$ cat config.mk
export PLATFORM = sky130hd
export DESIGN_NAME = curvature_limited_speed_profile_core
export DESIGN_NICKNAME = d
export VERILOG_FILES = /design/src/rtl/clsp_pkg.sv /design/src/rtl/curvature_limited_speed_profile_core.sv /design/src/rtl/clsp_div.sv
export SDC_FILE = /design/constraint.sdc
export NUM_CORES = 2
export LEC_CHECK = 0
export BUFFER_PORTS_ARGS = -buffer_cell sky130_fd_sc_hd__buf_2
export CAP_MARGIN = 20
export CORE_ASPECT_RATIO = 1.1
export CORE_MARGIN = 1
export CORE_UTILIZATION = 50
export DETAILED_ROUTE_END_ITERATION = 16
export PLACE_DENSITY = 0.66
export SLEW_MARGIN = 30
export SYNTH_ARGS = -nofsm -noshare
export SYNTH_HDL_FRONTEND = slang
export SYNTH_SLANG_ARGS = --single-unit
$ cat constraint.sdc
create_clock -name clock -period 9.3 [get_ports clock]
set_clock_uncertainty 0.15 [all_clocks]
set_input_delay 1.395 -clock clock [delete_from_list [all_inputs] [get_ports clock]]
set_output_delay 1.395 -clock clock [all_outputs]
set_load 0.02 [all_outputs]
$ cat src/rtl/clsp_pkg.sv
// Package for the curvature-limited speed core: widths, register indexes, constants.
// Used by every module in rtl/.
package clsp_pkg;
   localparam int WINDOW_DEPTH = 8;
   localparam int PTR_W = $clog2(WINDOW_DEPTH);
   localparam int CNT_W = $clog2(WINDOW_DEPTH + 1);
   localparam int CSR_IDX_W = 3;
   localparam int CSR_DATA_W = 32;
   localparam logic [CSR_IDX_W-1:0] REG_MIN_SPEED = 3'd0;
   localparam logic [CSR_IDX_W-1:0] REG_MAX_SPEED = 3'd1;
   localparam logic [CSR_IDX_W-1:0] REG_THRESHOLD = 3'd2;
   localparam logic [CSR_IDX_W-1:0] REG_WEIGHT    = 3'd3;
   localparam logic [CSR_IDX_W-1:0] REG_NORM      = 3'd4;
   localparam logic [16:0] SCORE_ONE = 17'd65536;
   localparam int DIV_W = 64;

   typedef struct packed {
      logic start;
      logic [DIV_W-1:0] num;
      logic [DIV_W-1:0] den;
   } div_req_type;
endpackage

$ cat src/rtl/curvature_limited_speed_profile_core.sv
// Curvature-limited speed profile core. Each request (position, timestamp) enters an
// 8-deep sample ring and gives one response: speed and Q1.16 curvature score.
// A request runs the error ramp division, one division per sample pair with a nonzero
// time step, then the mean, score and reduction steps on the shared bit-serial 64-bit
// divider and the shift-add multiplier. A finished request waits in the last state
// while the previous response is still held.
// Depends on clsp_pkg, clsp_div.
module curvature_limited_speed_profile_core (
   input  logic clock,
   input  logic reset,
   input  logic req_tvalid,
   output logic req_tready,
   input  logic [47:0] req_tdata,   // [15:0] position, [47:16] timestamp_ms
   output logic rsp_tvalid,
   input  logic rsp_tready,
   output logic [31:0] rsp_tdata,   // [11:0] speed, [28:12] curvature_score, zero pad
   input  logic csr_we,
   input  logic [clsp_pkg::CSR_IDX_W-1:0] csr_index,
   input  logic [clsp_pkg::CSR_DATA_W-1:0] csr_wdata
);
   import clsp_pkg::*;

   localparam logic [3:0] ST_IDLE = 4'd0, ST_PAIR = 4'd1, ST_PDIV = 4'd2,
      ST_MEAN = 4'd3, ST_MDIV = 4'd4, ST_SDIV = 4'd5, ST_MUL1 = 4'd6,
      ST_MUL2 = 4'd7, ST_RDIV = 4'd8, ST_OUT = 4'd9, ST_WAIT = 4'd10,
      ST_PACC = 4'd11;

   logic [11:0] min_ff, max_ff;
   logic [14:0] thr_ff;
   logic [17:0] wgt_ff;
   logic [31:0] norm_ff;

   logic [15:0] pos_mem [WINDOW_DEPTH];
   logic [31:0] tim_mem [WINDOW_DEPTH];
   logic [PTR_W-1:0] wp_ff;
   logic [CNT_W-1:0] fill_ff;

   logic [3:0] st_ff, st_in;
   logic [PTR_W-1:0] k_ff, k_in;
   logic [CNT_W-1:0] pairs_ff, pairs_in;
   logic [63:0] sum_ff, sum_in;
   logic [16:0] score_ff, score_in;
   logic [15:0] pabs_ff;
   logic [63:0] acc_ff, acc_in, mc_ff, mc_in;
   logic [31:0] mp_ff, mp_in;
   logic [5:0] mcnt_ff, mcnt_in;
   logic [11:0] errspd_ff, errspd_in;
   logic rsp_valid_ff, rsp_valid_in;
   logic [28:0] rsp_data_ff, rsp_data_in;
   logic [15:0] ppos_ff, cpos_ff;
   logic [31:0] ptim_ff, ctim_ff;

   div_req_type dreq;
   logic dbusy;
   logic [63:0] dq, dr;

   clsp_div u_div (.clock, .reset, .div_req(dreq), .busy(dbusy), .quot(dq), .remd(dr));

   logic [11:0] d12;
   logic [PTR_W-1:0] base, ip, ic;
   logic signed [16:0] dp;
   logic [16:0] dpa;
   logic [31:0] dt;
   logic [16:0] pin_abs;
   logic [13:0] red;
   logic signed [15:0] effmax, spd;
   logic accept;

   assign d12 = max_ff - min_ff;
   assign accept = req_tvalid && req_tready;
   assign req_tready = (st_ff == ST_IDLE);
   assign base = wp_ff - PTR_W'(fill_ff);
   assign dp = $signed({cpos_ff[15], cpos_ff}) - $signed({ppos_ff[15], ppos_ff});
   assign dpa = dp[16] ? 17'(-dp) : 17'(dp);
   assign dt = ctim_ff - ptim_ff;
   assign pin_abs = req_tdata[15] ? 17'(-$signed({1'b1, req_tdata[15:0]}))
                                  : {1'b0, req_tdata[15:0]};

   // Ring reads are registered; pair k uses entries base+k and base+k+1.
   assign ip = base + k_ff;
   assign ic = base + k_ff + PTR_W'(1);
   always_ff @(posedge clock) begin
      ppos_ff <= pos_mem[ip]; cpos_ff <= pos_mem[ic];
      ptim_ff <= tim_mem[ip]; ctim_ff <= tim_mem[ic];
      if (accept) begin
         pos_mem[wp_ff] <= req_tdata[15:0];
         tim_mem[wp_ff] <= req_tdata[47:16];
      end
   end

   always_comb begin
      st_in = st_ff; k_in = k_ff; pairs_in = pairs_ff; sum_in = sum_ff;
      score_in = score_ff; acc_in = acc_ff; mc_in = mc_ff; mp_in = mp_ff;
      mcnt_in = mcnt_ff; errspd_in = errspd_ff;
      rsp_valid_in = rsp_valid_ff; rsp_data_in = rsp_data_ff;
      dreq = '0; red = '0; effmax = '0; spd = '0;
      if (rsp_valid_ff && rsp_tready) rsp_valid_in = 1'b0;
      case (st_ff)
         ST_IDLE: if (accept) begin
            k_in = '0; pairs_in = '0; sum_in = '0; score_in = '0;
            // error ramp: start p*d/thr division now, finish in ST_WAIT
            st_in = ST_WAIT;
            dreq.start = 1'b1;
            dreq.num = 64'(pin_abs) * 64'(d12);
            dreq.den = 64'(thr_ff);
         end
         ST_WAIT: if (!dbusy) begin
            if (min_ff >= max_ff || pabs_ff == 16'd0) errspd_in = max_ff;
            else if (17'(pabs_ff) >= 17'(thr_ff) || pabs_ff[15]) errspd_in = min_ff;
            else errspd_in = max_ff - 12'(dq + 64'(dr != 0));
            st_in = (fill_ff < CNT_W'(2)) ? ST_MEAN : ST_PAIR;
         end
         ST_PAIR: st_in = ST_PDIV; // memory read latency
         ST_PDIV: if (dt != 0) begin
            dreq.start = 1'b1; dreq.num = 64'(dpa) << 16; dreq.den = 64'(dt);
            pairs_in = pairs_ff + CNT_W'(1);
            st_in = ST_PACC;
         end else begin
            k_in = k_ff + PTR_W'(1);
            st_in = (CNT_W'(k_ff) + CNT_W'(2) >= fill_ff) ? ST_MEAN : ST_PAIR;
         end
         ST_PACC: if (!dbusy) begin
            sum_in = sum_ff + dq; k_in = k_ff + PTR_W'(1);
            st_in = (CNT_W'(k_ff) + CNT_W'(2) >= fill_ff) ? ST_MEAN : ST_PAIR;
         end
         ST_MEAN: if (pairs_ff == '0) begin
            score_in = '0; st_in = ST_MUL1;
         end else begin
            dreq.start = 1'b1; dreq.num = sum_ff; dreq.den = 64'(pairs_ff);
            st_in = ST_MDIV;
         end
         ST_MDIV: if (!dbusy) begin
            if (norm_ff == 0) begin
               score_in = (dq != 0) ? SCORE_ONE : 17'd0; st_in = ST_MUL1;
            end else begin
               dreq.start = 1'b1; dreq.num = dq << 16; dreq.den = 64'(norm_ff);
               st_in = ST_SDIV;
            end
         end
         ST_SDIV: if (!dbusy) begin
            score_in = (dq > 64'(SCORE_ONE)) ? SCORE_ONE : dq[16:0];
            st_in = ST_MUL1;
         end
         ST_MUL1: begin
            // shift-add: score*weight, multiplier bits serially
            acc_in = '0; mc_in = 64'(score_ff); mp_in = 32'(wgt_ff);
            mcnt_in = 6'd18; st_in = ST_MUL2;
         end
         ST_MUL2: begin
            if (mcnt_ff != 6'd0) begin
               if (mp_ff[0]) acc_in = acc_ff + mc_ff;
               mc_in = mc_ff << 1; mp_in = mp_ff >> 1; mcnt_in = mcnt_ff - 6'd1;
            end else if (mp_ff == 32'd1) begin
               st_in = ST_RDIV; // second pass done
            end else begin
               mc_in = acc_ff; acc_in = '0; mp_in = 32'(d12); mcnt_in = 6'd12;
               // flag second pass by a sentinel bit above d
               mp_in[12] = 1'b1;
            end
         end
         ST_RDIV: st_in = ST_OUT;
         // the response register is loaded only once the previous response has left
         ST_OUT: if (!rsp_valid_ff) begin
            red = 14'((acc_ff + 64'hFFFF_FFFF) >> 32);
            effmax = $signed({4'b0, max_ff}) - $signed({2'b0, red});
            spd = ($signed({4'b0, errspd_ff}) < effmax) ? $signed({4'b0, errspd_ff})
                                                        : effmax;
            if (spd < $signed({4'b0, min_ff})) spd = $signed({4'b0, min_ff});
            if (min_ff >= max_ff) spd = $signed({4'b0, min_ff});
            rsp_data_in = {score_ff, 12'(spd)};
            rsp_valid_in = 1'b1; st_in = ST_IDLE;
         end
         default: st_in = ST_IDLE;
      endcase
   end

   always_ff @(posedge clock) begin
      if (accept) pabs_ff <= pin_abs[15:0] | {pin_abs[16], 15'b0};
      if (reset) begin
         min_ff <= '0; max_ff <= 12'd4095; thr_ff <= 15'd32767;
         wgt_ff <= 18'd32768; norm_ff <= 32'd65536;
         wp_ff <= '0; fill_ff <= '0; st_ff <= ST_IDLE; rsp_valid_ff <= 1'b0;
      end else begin
         if (csr_we) begin
            case (csr_index)
               REG_MIN_SPEED: min_ff <= csr_wdata[11:0];
               REG_MAX_SPEED: max_ff <= csr_wdata[11:0];
               REG_THRESHOLD: thr_ff <= csr_wdata[14:0];
               REG_WEIGHT:    wgt_ff <= csr_wdata[17:0];
               REG_NORM:      norm_ff <= csr_wdata;
               default: ;
            endcase
         end
         if (accept) begin
            wp_ff <= wp_ff + PTR_W'(1);
            if (fill_ff < CNT_W'(WINDOW_DEPTH)) fill_ff <= fill_ff + CNT_W'(1);
         end
         st_ff <= st_in; rsp_valid_ff <= rsp_valid_in;
      end
      k_ff <= k_in; pairs_ff <= pairs_in; sum_ff <= sum_in; score_ff <= score_in;
      acc_ff <= acc_in; mc_ff <= mc_in; mp_ff <= mp_in; mcnt_ff <= mcnt_in;
      errspd_ff <= errspd_in; rsp_data_ff <= rsp_data_in;
   end

   assign rsp_tvalid = rsp_valid_ff;
   assign rsp_tdata = {3'b0, rsp_data_ff};

   a_score_range: assert property (@(posedge clock) disable iff (reset)
      rsp_tvalid |-> rsp_tdata[28:12] <= SCORE_ONE) else $error("score above one");
   a_ready_idle: assert property (@(posedge clock) disable iff (reset)
      req_tready |-> !dbusy) else $error("divider busy while idle");
   a_fill_bound: assert property (@(posedge clock) disable iff (reset)
      fill_ff <= CNT_W'(WINDOW_DEPTH)) else $error("fill count overflow");
endmodule

$ cat src/rtl/clsp_div.sv
// Bit-serial restoring divider, one quotient bit per cycle.
// Depends on clsp_pkg.
module clsp_div (
   input  logic clock,
   input  logic reset,
   input  clsp_pkg::div_req_type div_req,
   output logic busy,
   output logic [clsp_pkg::DIV_W-1:0] quot,
   output logic [clsp_pkg::DIV_W-1:0] remd
);
   import clsp_pkg::*;
   logic [DIV_W-1:0] q_ff, q_in, r_ff, r_in, d_ff, d_in;
   logic [6:0] cnt_ff, cnt_in;
   logic [DIV_W:0] trial;

   always_comb begin
      q_in = q_ff; r_in = r_ff; d_in = d_ff; cnt_in = cnt_ff;
      trial = {r_ff, q_ff[DIV_W-1]} - {1'b0, d_ff};
      if (div_req.start) begin
         q_in = div_req.num; r_in = '0; d_in = div_req.den; cnt_in = 7'(DIV_W);
      end else if (cnt_ff != 7'd0) begin
         if (!trial[DIV_W]) begin
            r_in = trial[DIV_W-1:0]; q_in = {q_ff[DIV_W-2:0], 1'b1};
         end else begin
            r_in = {r_ff[DIV_W-2:0], q_ff[DIV_W-1]}; q_in = {q_ff[DIV_W-2:0], 1'b0};
         end
         cnt_in = cnt_ff - 7'd1;
      end
   end

   always_ff @(posedge clock) begin
      q_ff <= q_in; r_ff <= r_in; d_ff <= d_in;
      if (reset) cnt_ff <= '0;
      else cnt_ff <= cnt_in;
   end
   assign busy = (cnt_ff != 7'd0);
   assign quot = q_ff;
   assign remd = r_ff;
endmodule
# Word-level counts from Yosys, hierarchy flattened
# Memory sizes are Yosys's and may differ from the RTL's. A register that Yosys moved wholly into a read port is not among the register bits.
# Cells that the tools add are included.
[totals]
reg_bits = 611
ramBits = 384
input_bits = 88
out_inout_bits = 34
elab_cells = 196
memories = 2
[op_classes]
addsub = 22
mul = 1
n_lt_le_gt_ge = 8
eq_ne = 30
n_mux = 69
bitwise_logic = 3
reduce_logical = 36
[memory_table]
columns = ["memory", "words", "word_bits", "read_ports", "rd_ports_with_merged_regs", "wr", "line", "source"]
rows = [
  ["tim_mem", 8, 32, 2, 2, 1, "curvature_limited_speed_profile_core.sv:34", "logic [31:0] tim_mem [WINDOW_DEPTH];"],
  ["pos_mem", 8, 16, 2, 2, 1, "curvature_limited_speed_profile_core.sv:33", "logic [15:0] pos_mem [WINDOW_DEPTH];"],
]
[op_table]
columns = ["operator", "count"]
rows = [
  ["two-way mux 129 bit", 5],
  ["two-way mux 64 bit", 10],
  ["case mux 129 bit (4 select lines)", 1],
  ["case mux 64 bit (2 select lines)", 3],
  ["two-way mux 17 bit", 9],
  ["adder 64 bit", 2],
  ["nonzero test 64 bit", 2],
  ["case mux 17 bit (4 select lines)", 1],
  ["subtractor 65 x 64 -> 65 bit", 1],
  ["greater-than comparator 64 x 17 -> 1 bit (second input constant)", 1],
  ["two-way mux 32 bit", 2],
  ["case mux 32 bit (2 select lines)", 1],
  ["two-way mux 12 bit", 4],
  ["case mux 4 bit (12 select lines)", 1],
  ["adder 46 x 32 -> 46 bit (second input constant)", 1],
  ["two-way mux 4 bit", 11],
  ["negator 17 bit", 2],
  ["== test 32 x 1 -> 1 bit (second input constant)", 1],
  ["zero test 32 bit", 1],
  ["nonzero test 32 bit", 1],
  ["subtractor 32 bit", 1],
  ["multiplier 17 x 12 -> 29 bit", 1],
  ["subtractor 12 bit", 2],
  ["inequality test 2 bit (second input constant)", 11],
  ["53 further kinds", 94],
]

# Longest topological paths before layout
[logic_depth]
depth_word = 7
depth_mapped = 38

# Hierarchy
# Synthesis repeated with hierarchy kept, for this count alone.
[unflattened]
hier_cells = 6146
hier_area_um2 = 65575.4
[modules_own_cells]
columns = ["mod", "instances", "cells_each", "area_per_inst_um2", "seq_area_each_um2"]
rows = [
  ["curvature_limited_speed_profile_core", 1, 4930, 53686.5, 23312.4],
  ["clsp_div", 1, 1216, 11888.9, 5265.0],
]

# Least setup slack after synthesis
# No wires, ideal clock.
[synth_path]
path_kind = "input-to-reg"
start = "input port req_tdata[2]"
end = "register u_div.q_ff[28], in the netlist u_div.quot[28], data pin"
arrival_ns = 8.011
required_time_ns = 9.019
path_slack_ns = 1.009
path_stages = 27
path_buffers = 1
cell_sequence = "nor4_1 nand2_1 or3_1 o31ai_1 xnor2_1 clkbuf_1 nand2_1 fa_1 fa_1 inv_1 fa_1 fa_1 inv_1 fa_1 inv_1 ha_1 a21oi_1 nor2b_1 and3_1 a22o_1 o21ai_0 a21oi_1 nor2_1 or4b_2 a41o_1 nand2_1 o221a_2"
[synth_via]
elab_chain_cells = 6
[synth_lines]
columns = ["item", "line", "source"]
rows = [
  ["start, declared", "curvature_limited_speed_profile_core.sv:13", "input logic [47:0] req_tdata,"],
  ["negator 17 bit", "curvature_limited_speed_profile_core.sv:76", "assign pin_abs = req_tdata[15] ? 17'(-$signed({1'b1, req_tdata[15:0]}))"],
  ["two-way mux 17 bit", "curvature_limited_speed_profile_core.sv:76", ""],
  ["named net pin_abs[11]", "curvature_limited_speed_profile_core.sv:64", "logic [16:0] pin_abs;"],
  ["multiplier 17 x 12 -> 29 bit", "curvature_limited_speed_profile_core.sv:104", "dreq.num = 64'(pin_abs) * 64'(d12);"],
  ["two-way mux 129 bit", "curvature_limited_speed_profile_core.sv:99", "ST_IDLE: if (accept) begin"],
  ["case mux 129 bit (4 select lines)", "curvature_limited_speed_profile_core.sv:98", "case (st_ff)"],
  ["two-way mux 64 bit", "clsp_div.sv:19", "if (div_req.start) begin"],
  ["named net u_div.q_in[28]", "clsp_div.sv:12", "logic [DIV_W-1:0] q_ff, q_in, r_ff, r_in, d_ff, d_in;"],
  ["end signal, assigned", "clsp_div.sv:32", "q_ff <= q_in; r_ff <= r_in; d_ff <= d_in;"],
  ["end, declared", "clsp_div.sv:12", ""],
]
# The timed path passes the listed nets, and every way through them passes these cells.
# A chain may end at the register's enable or synchronous reset.

# Worst setup path in the final report
[layout_path]
start = "register min_ff[0]"
end = "register u_div.q_ff[28], in the netlist u_div.quot[28], data pin"
[layout_via]
elab_chain_cells = 5
[layout_lines]
columns = ["item", "line", "source"]
rows = [
  ["start, declared", "curvature_limited_speed_profile_core.sv:28", "logic [11:0] min_ff, max_ff;"],
  ["start signal, assigned", "curvature_limited_speed_profile_core.sv:186", "REG_MIN_SPEED: min_ff <= csr_wdata[11:0];"],
  ["subtractor 12 bit", "curvature_limited_speed_profile_core.sv:69", "assign d12 = max_ff - min_ff;"],
  ["multiplier 17 x 12 -> 29 bit", "curvature_limited_speed_profile_core.sv:104", ""],
  ["two-way mux 129 bit", "curvature_limited_speed_profile_core.sv:99", ""],
  ["case mux 129 bit (4 select lines)", "curvature_limited_speed_profile_core.sv:98", ""],
  ["two-way mux 64 bit", "clsp_div.sv:19", ""],
  ["named net u_div.q_in[28]", "clsp_div.sv:12", ""],
]
# The timed path passes the listed nets, and every way through them passes these cells.

==> results_dict.tcl <==
set metrics [dict create \
    antenna_found_initial 12 \
    grt_pass1_wl_um 249000 \
    slew_viol_final 0 \
    hp-class "reg2reg" \
    grt_max_degree 89 \
    hold_viol 0 \
    synth_edf_count 741 \
    numPortBuffers 118 \
    cts.clk_slew.worst_paths_ns 0.06 \
    drtIter0Drc 3810 \
    yosysSeqAreaShare_pct 44.6 \
    drt_drc_violations_left 0 \
    root_buffer "clkbuf_16" \
    cts_hold_buf 0 \
    period_share_pct 93.6 \
    cts_tree "yes" \
    yosys_warnings 0 \
    min_period_ns 8.70 \
    io_pins 122 \
    crit_fanout 5 \
    worst_ep_required_time_ns 9.73 \
    cts_setup_buffers 0 \
    synth_area_sq_um 61900 \
    r2r_slack_ns 0.60 \
    fmax_mhz 115 \
    fp.coreArea_sq_um 123000 \
    drt-total-wl_um 160000 \
    num_rows 135 \
    critPathLaunchType "register" \
    clk_path_buf_depth 3 \
    detail-route-antenna-nets 0 \
    worst_slew_pin_slew_ns 1.01 \
    crit_arrival_ns 9.14 \
    track_usage_pct 25.6 \
    grt_pass1_vias 43876 \
    setup_viol 0 \
    die_y_um 371 \
    die_w_um 337 \
    cap_viol_max_count 0 \
    crit_type "reg2reg" \
    wl_per_cell_um 21.3 \
    dpl.cell_count 7297 \
    synth_area_leaders "edfxtp_1, dfxtp_1, ha_1, mux4_2, fa_1" \
    dr.pass1.iters 6 \
    synth_area_leader_cell "edfxtp_1" \
    area_growth_pct 9.93 \
    synth_area_per_cell_sq_um 10.9 \
    setup_tns_ns 0 \
    gp_routability_congestion 0.921 \
    cts.htree.levels 3 \
    cts.sinks 1009 \
    nets 6363 \
    max_stage_delay_ns 0.63 \
    cts_buffers 105 \
    start_util_pct 50.3 \
    synthArstFlopShare_pct 0 \
    rsz0062_at_grt "false" \
    synth_common_cells "edfxtp_1, nand2_1, inv_1" \
    layout-drive-gt1-share_pct 12.9 \
    vias_per_cell 5.94 \
    synth_cell_types 89 \
    die-area_sq_um 125000 \
    worstSkewPairLatency_ns 0.74 \
    synth_seq_cells 1009 \
    grt_overflow 0 \
    maxSlewHeadroom_pct 32.8 \
    crit_path_end_kind "register" \
    ctsResizeCount 0 \
    crit_slowest_cell "or4b_2" \
    post-route-util_pct 55.3 \
    synth_ff_type "edfxtp_1" \
    dp_hpwl_um 113000 \
    syn_inst 5701 \
    cpMostUsedCell "fa_1" \
    post-synth-top-area-fraction_pct 36.0 \
    layoutNonFillerInstCount 7500 \
    synth_most_common_cell "edfxtp_1" \
    status "finished clean" \
    route.vias.total 44564 \
]
## worst max-delay path, delay by kind of cell, from the launching register on
kind            cells  cell delay, ns
fa+ha+maj           8            3.52
flops               1            0.40
compound gates     13            2.63
simple gates        6            1.46
xor+xnor            1            0.24
buf+inv             3            0.17
## cells by family after synthesis
group                    Yosys count  share of synthesized area (%)
AND/OR/NAND/NOR                 1608                           12.0
flip-flops                      1009                           44.6
multiplexers                     349                           9.75
other                              2                         0.0121
AO/OA/AOI/OAI                   1198                           12.5
buffers and inverters            717                           4.37
XOR/XNOR                         303                           4.29
adder cells (fa/ha/maj)          515                           12.4
## final cells by class
type,instances,area (sq um)
antenna,4,10.0
clock buffer,137,2890
clock inverter,62,642
fill,10627,55000
inverter,446,1680
multi-input combinational,3988,31800
sequential,1009,27600
tap,1644,2060
timing repair buffer,210,1290
## placed cells by master (no fill, tap or decap), types with 50 or more instances in the layout
cell,netlist,routed
a22oi_1,52,52
nand2b_1,50,50
nand3_1,71,69
ha_1,354,352
a21o_1,138,138
a21oi_1,348,347
nor4_1,73,67
clkbuf_16,0,107
mux4_2,192,192
and2_1,74,73
inv_1,443,442
xor2_1,118,117
fa_1,161,160
nand2_1,617,615
buf_4,3,91
o21ai_0,224,223
edfxtp_1,741,741
nor2_1,418,413
nor3_1,77,72
nor2b_1,58,58
buf_2,2,117
mux2_2,110,110
a211oi_1,90,90
xnor2_1,185,179
dfxtp_1,268,268
a31oi_1,56,56
## metrics by stage
stage / setup WS, ns / hold WS (ns) / area [sq um]
floorplan: 1.01 / 0.276 / 61900
global placement: 0.356 / 0.291 / 64400
detailed placement: 0.328 / 0.295 / 64500
CTS: 0.547 / 0.303 / 68000
global route: 0.0576 / 0.322 / 68000
finish: 0.596 / 0.305 / 68000
## final timing paths
kind | from | end | cells past startpoint
min | wgt_ff[17] | wgt_ff[17] | 2
max | min_ff[0] | u_div.quot[28] | 31
min reg2reg | wgt_ff[17] | wgt_ff[17] | 2
max reg2reg | min_ff[0] | u_div.quot[28] | 31
## state kept, by name (all words and copies together), names as in the netlist, 7 cells and up
name and count:
ppos_ff 16, wgt_ff 18, u_div.remd 64, acc_ff 46, tim_mem 256, ctim_ff 32
min_ff 12, norm_ff 32, u_div.quot 64, u_div.cnt_ff 7, ptim_ff 32, errspd_ff 12
score_ff 17, pabs_ff 16, mc_ff 46, max_ff 12, thr_ff 15, u_div.d_ff 32
sum_ff 64, cpos_ff 16, pos_mem 128, mp_ff 18, rsp_data_ff 29
## layer usage
layer | part of all wire [%] | wire length [um] | global-route usage [%]
met3 | 5.8 | 9240 | 3.30
met4 | 3.5 | 5640 | 9.65
met5 | 0.064 | 103 | 0
met1 | 42 | 67200 | 33.6
met2 | 49 | 77800 | 43.1
Power is left out: the tool's default activity adds up to more than one toggle a clock period on the data nets, which glitch-free logic cannot reach.
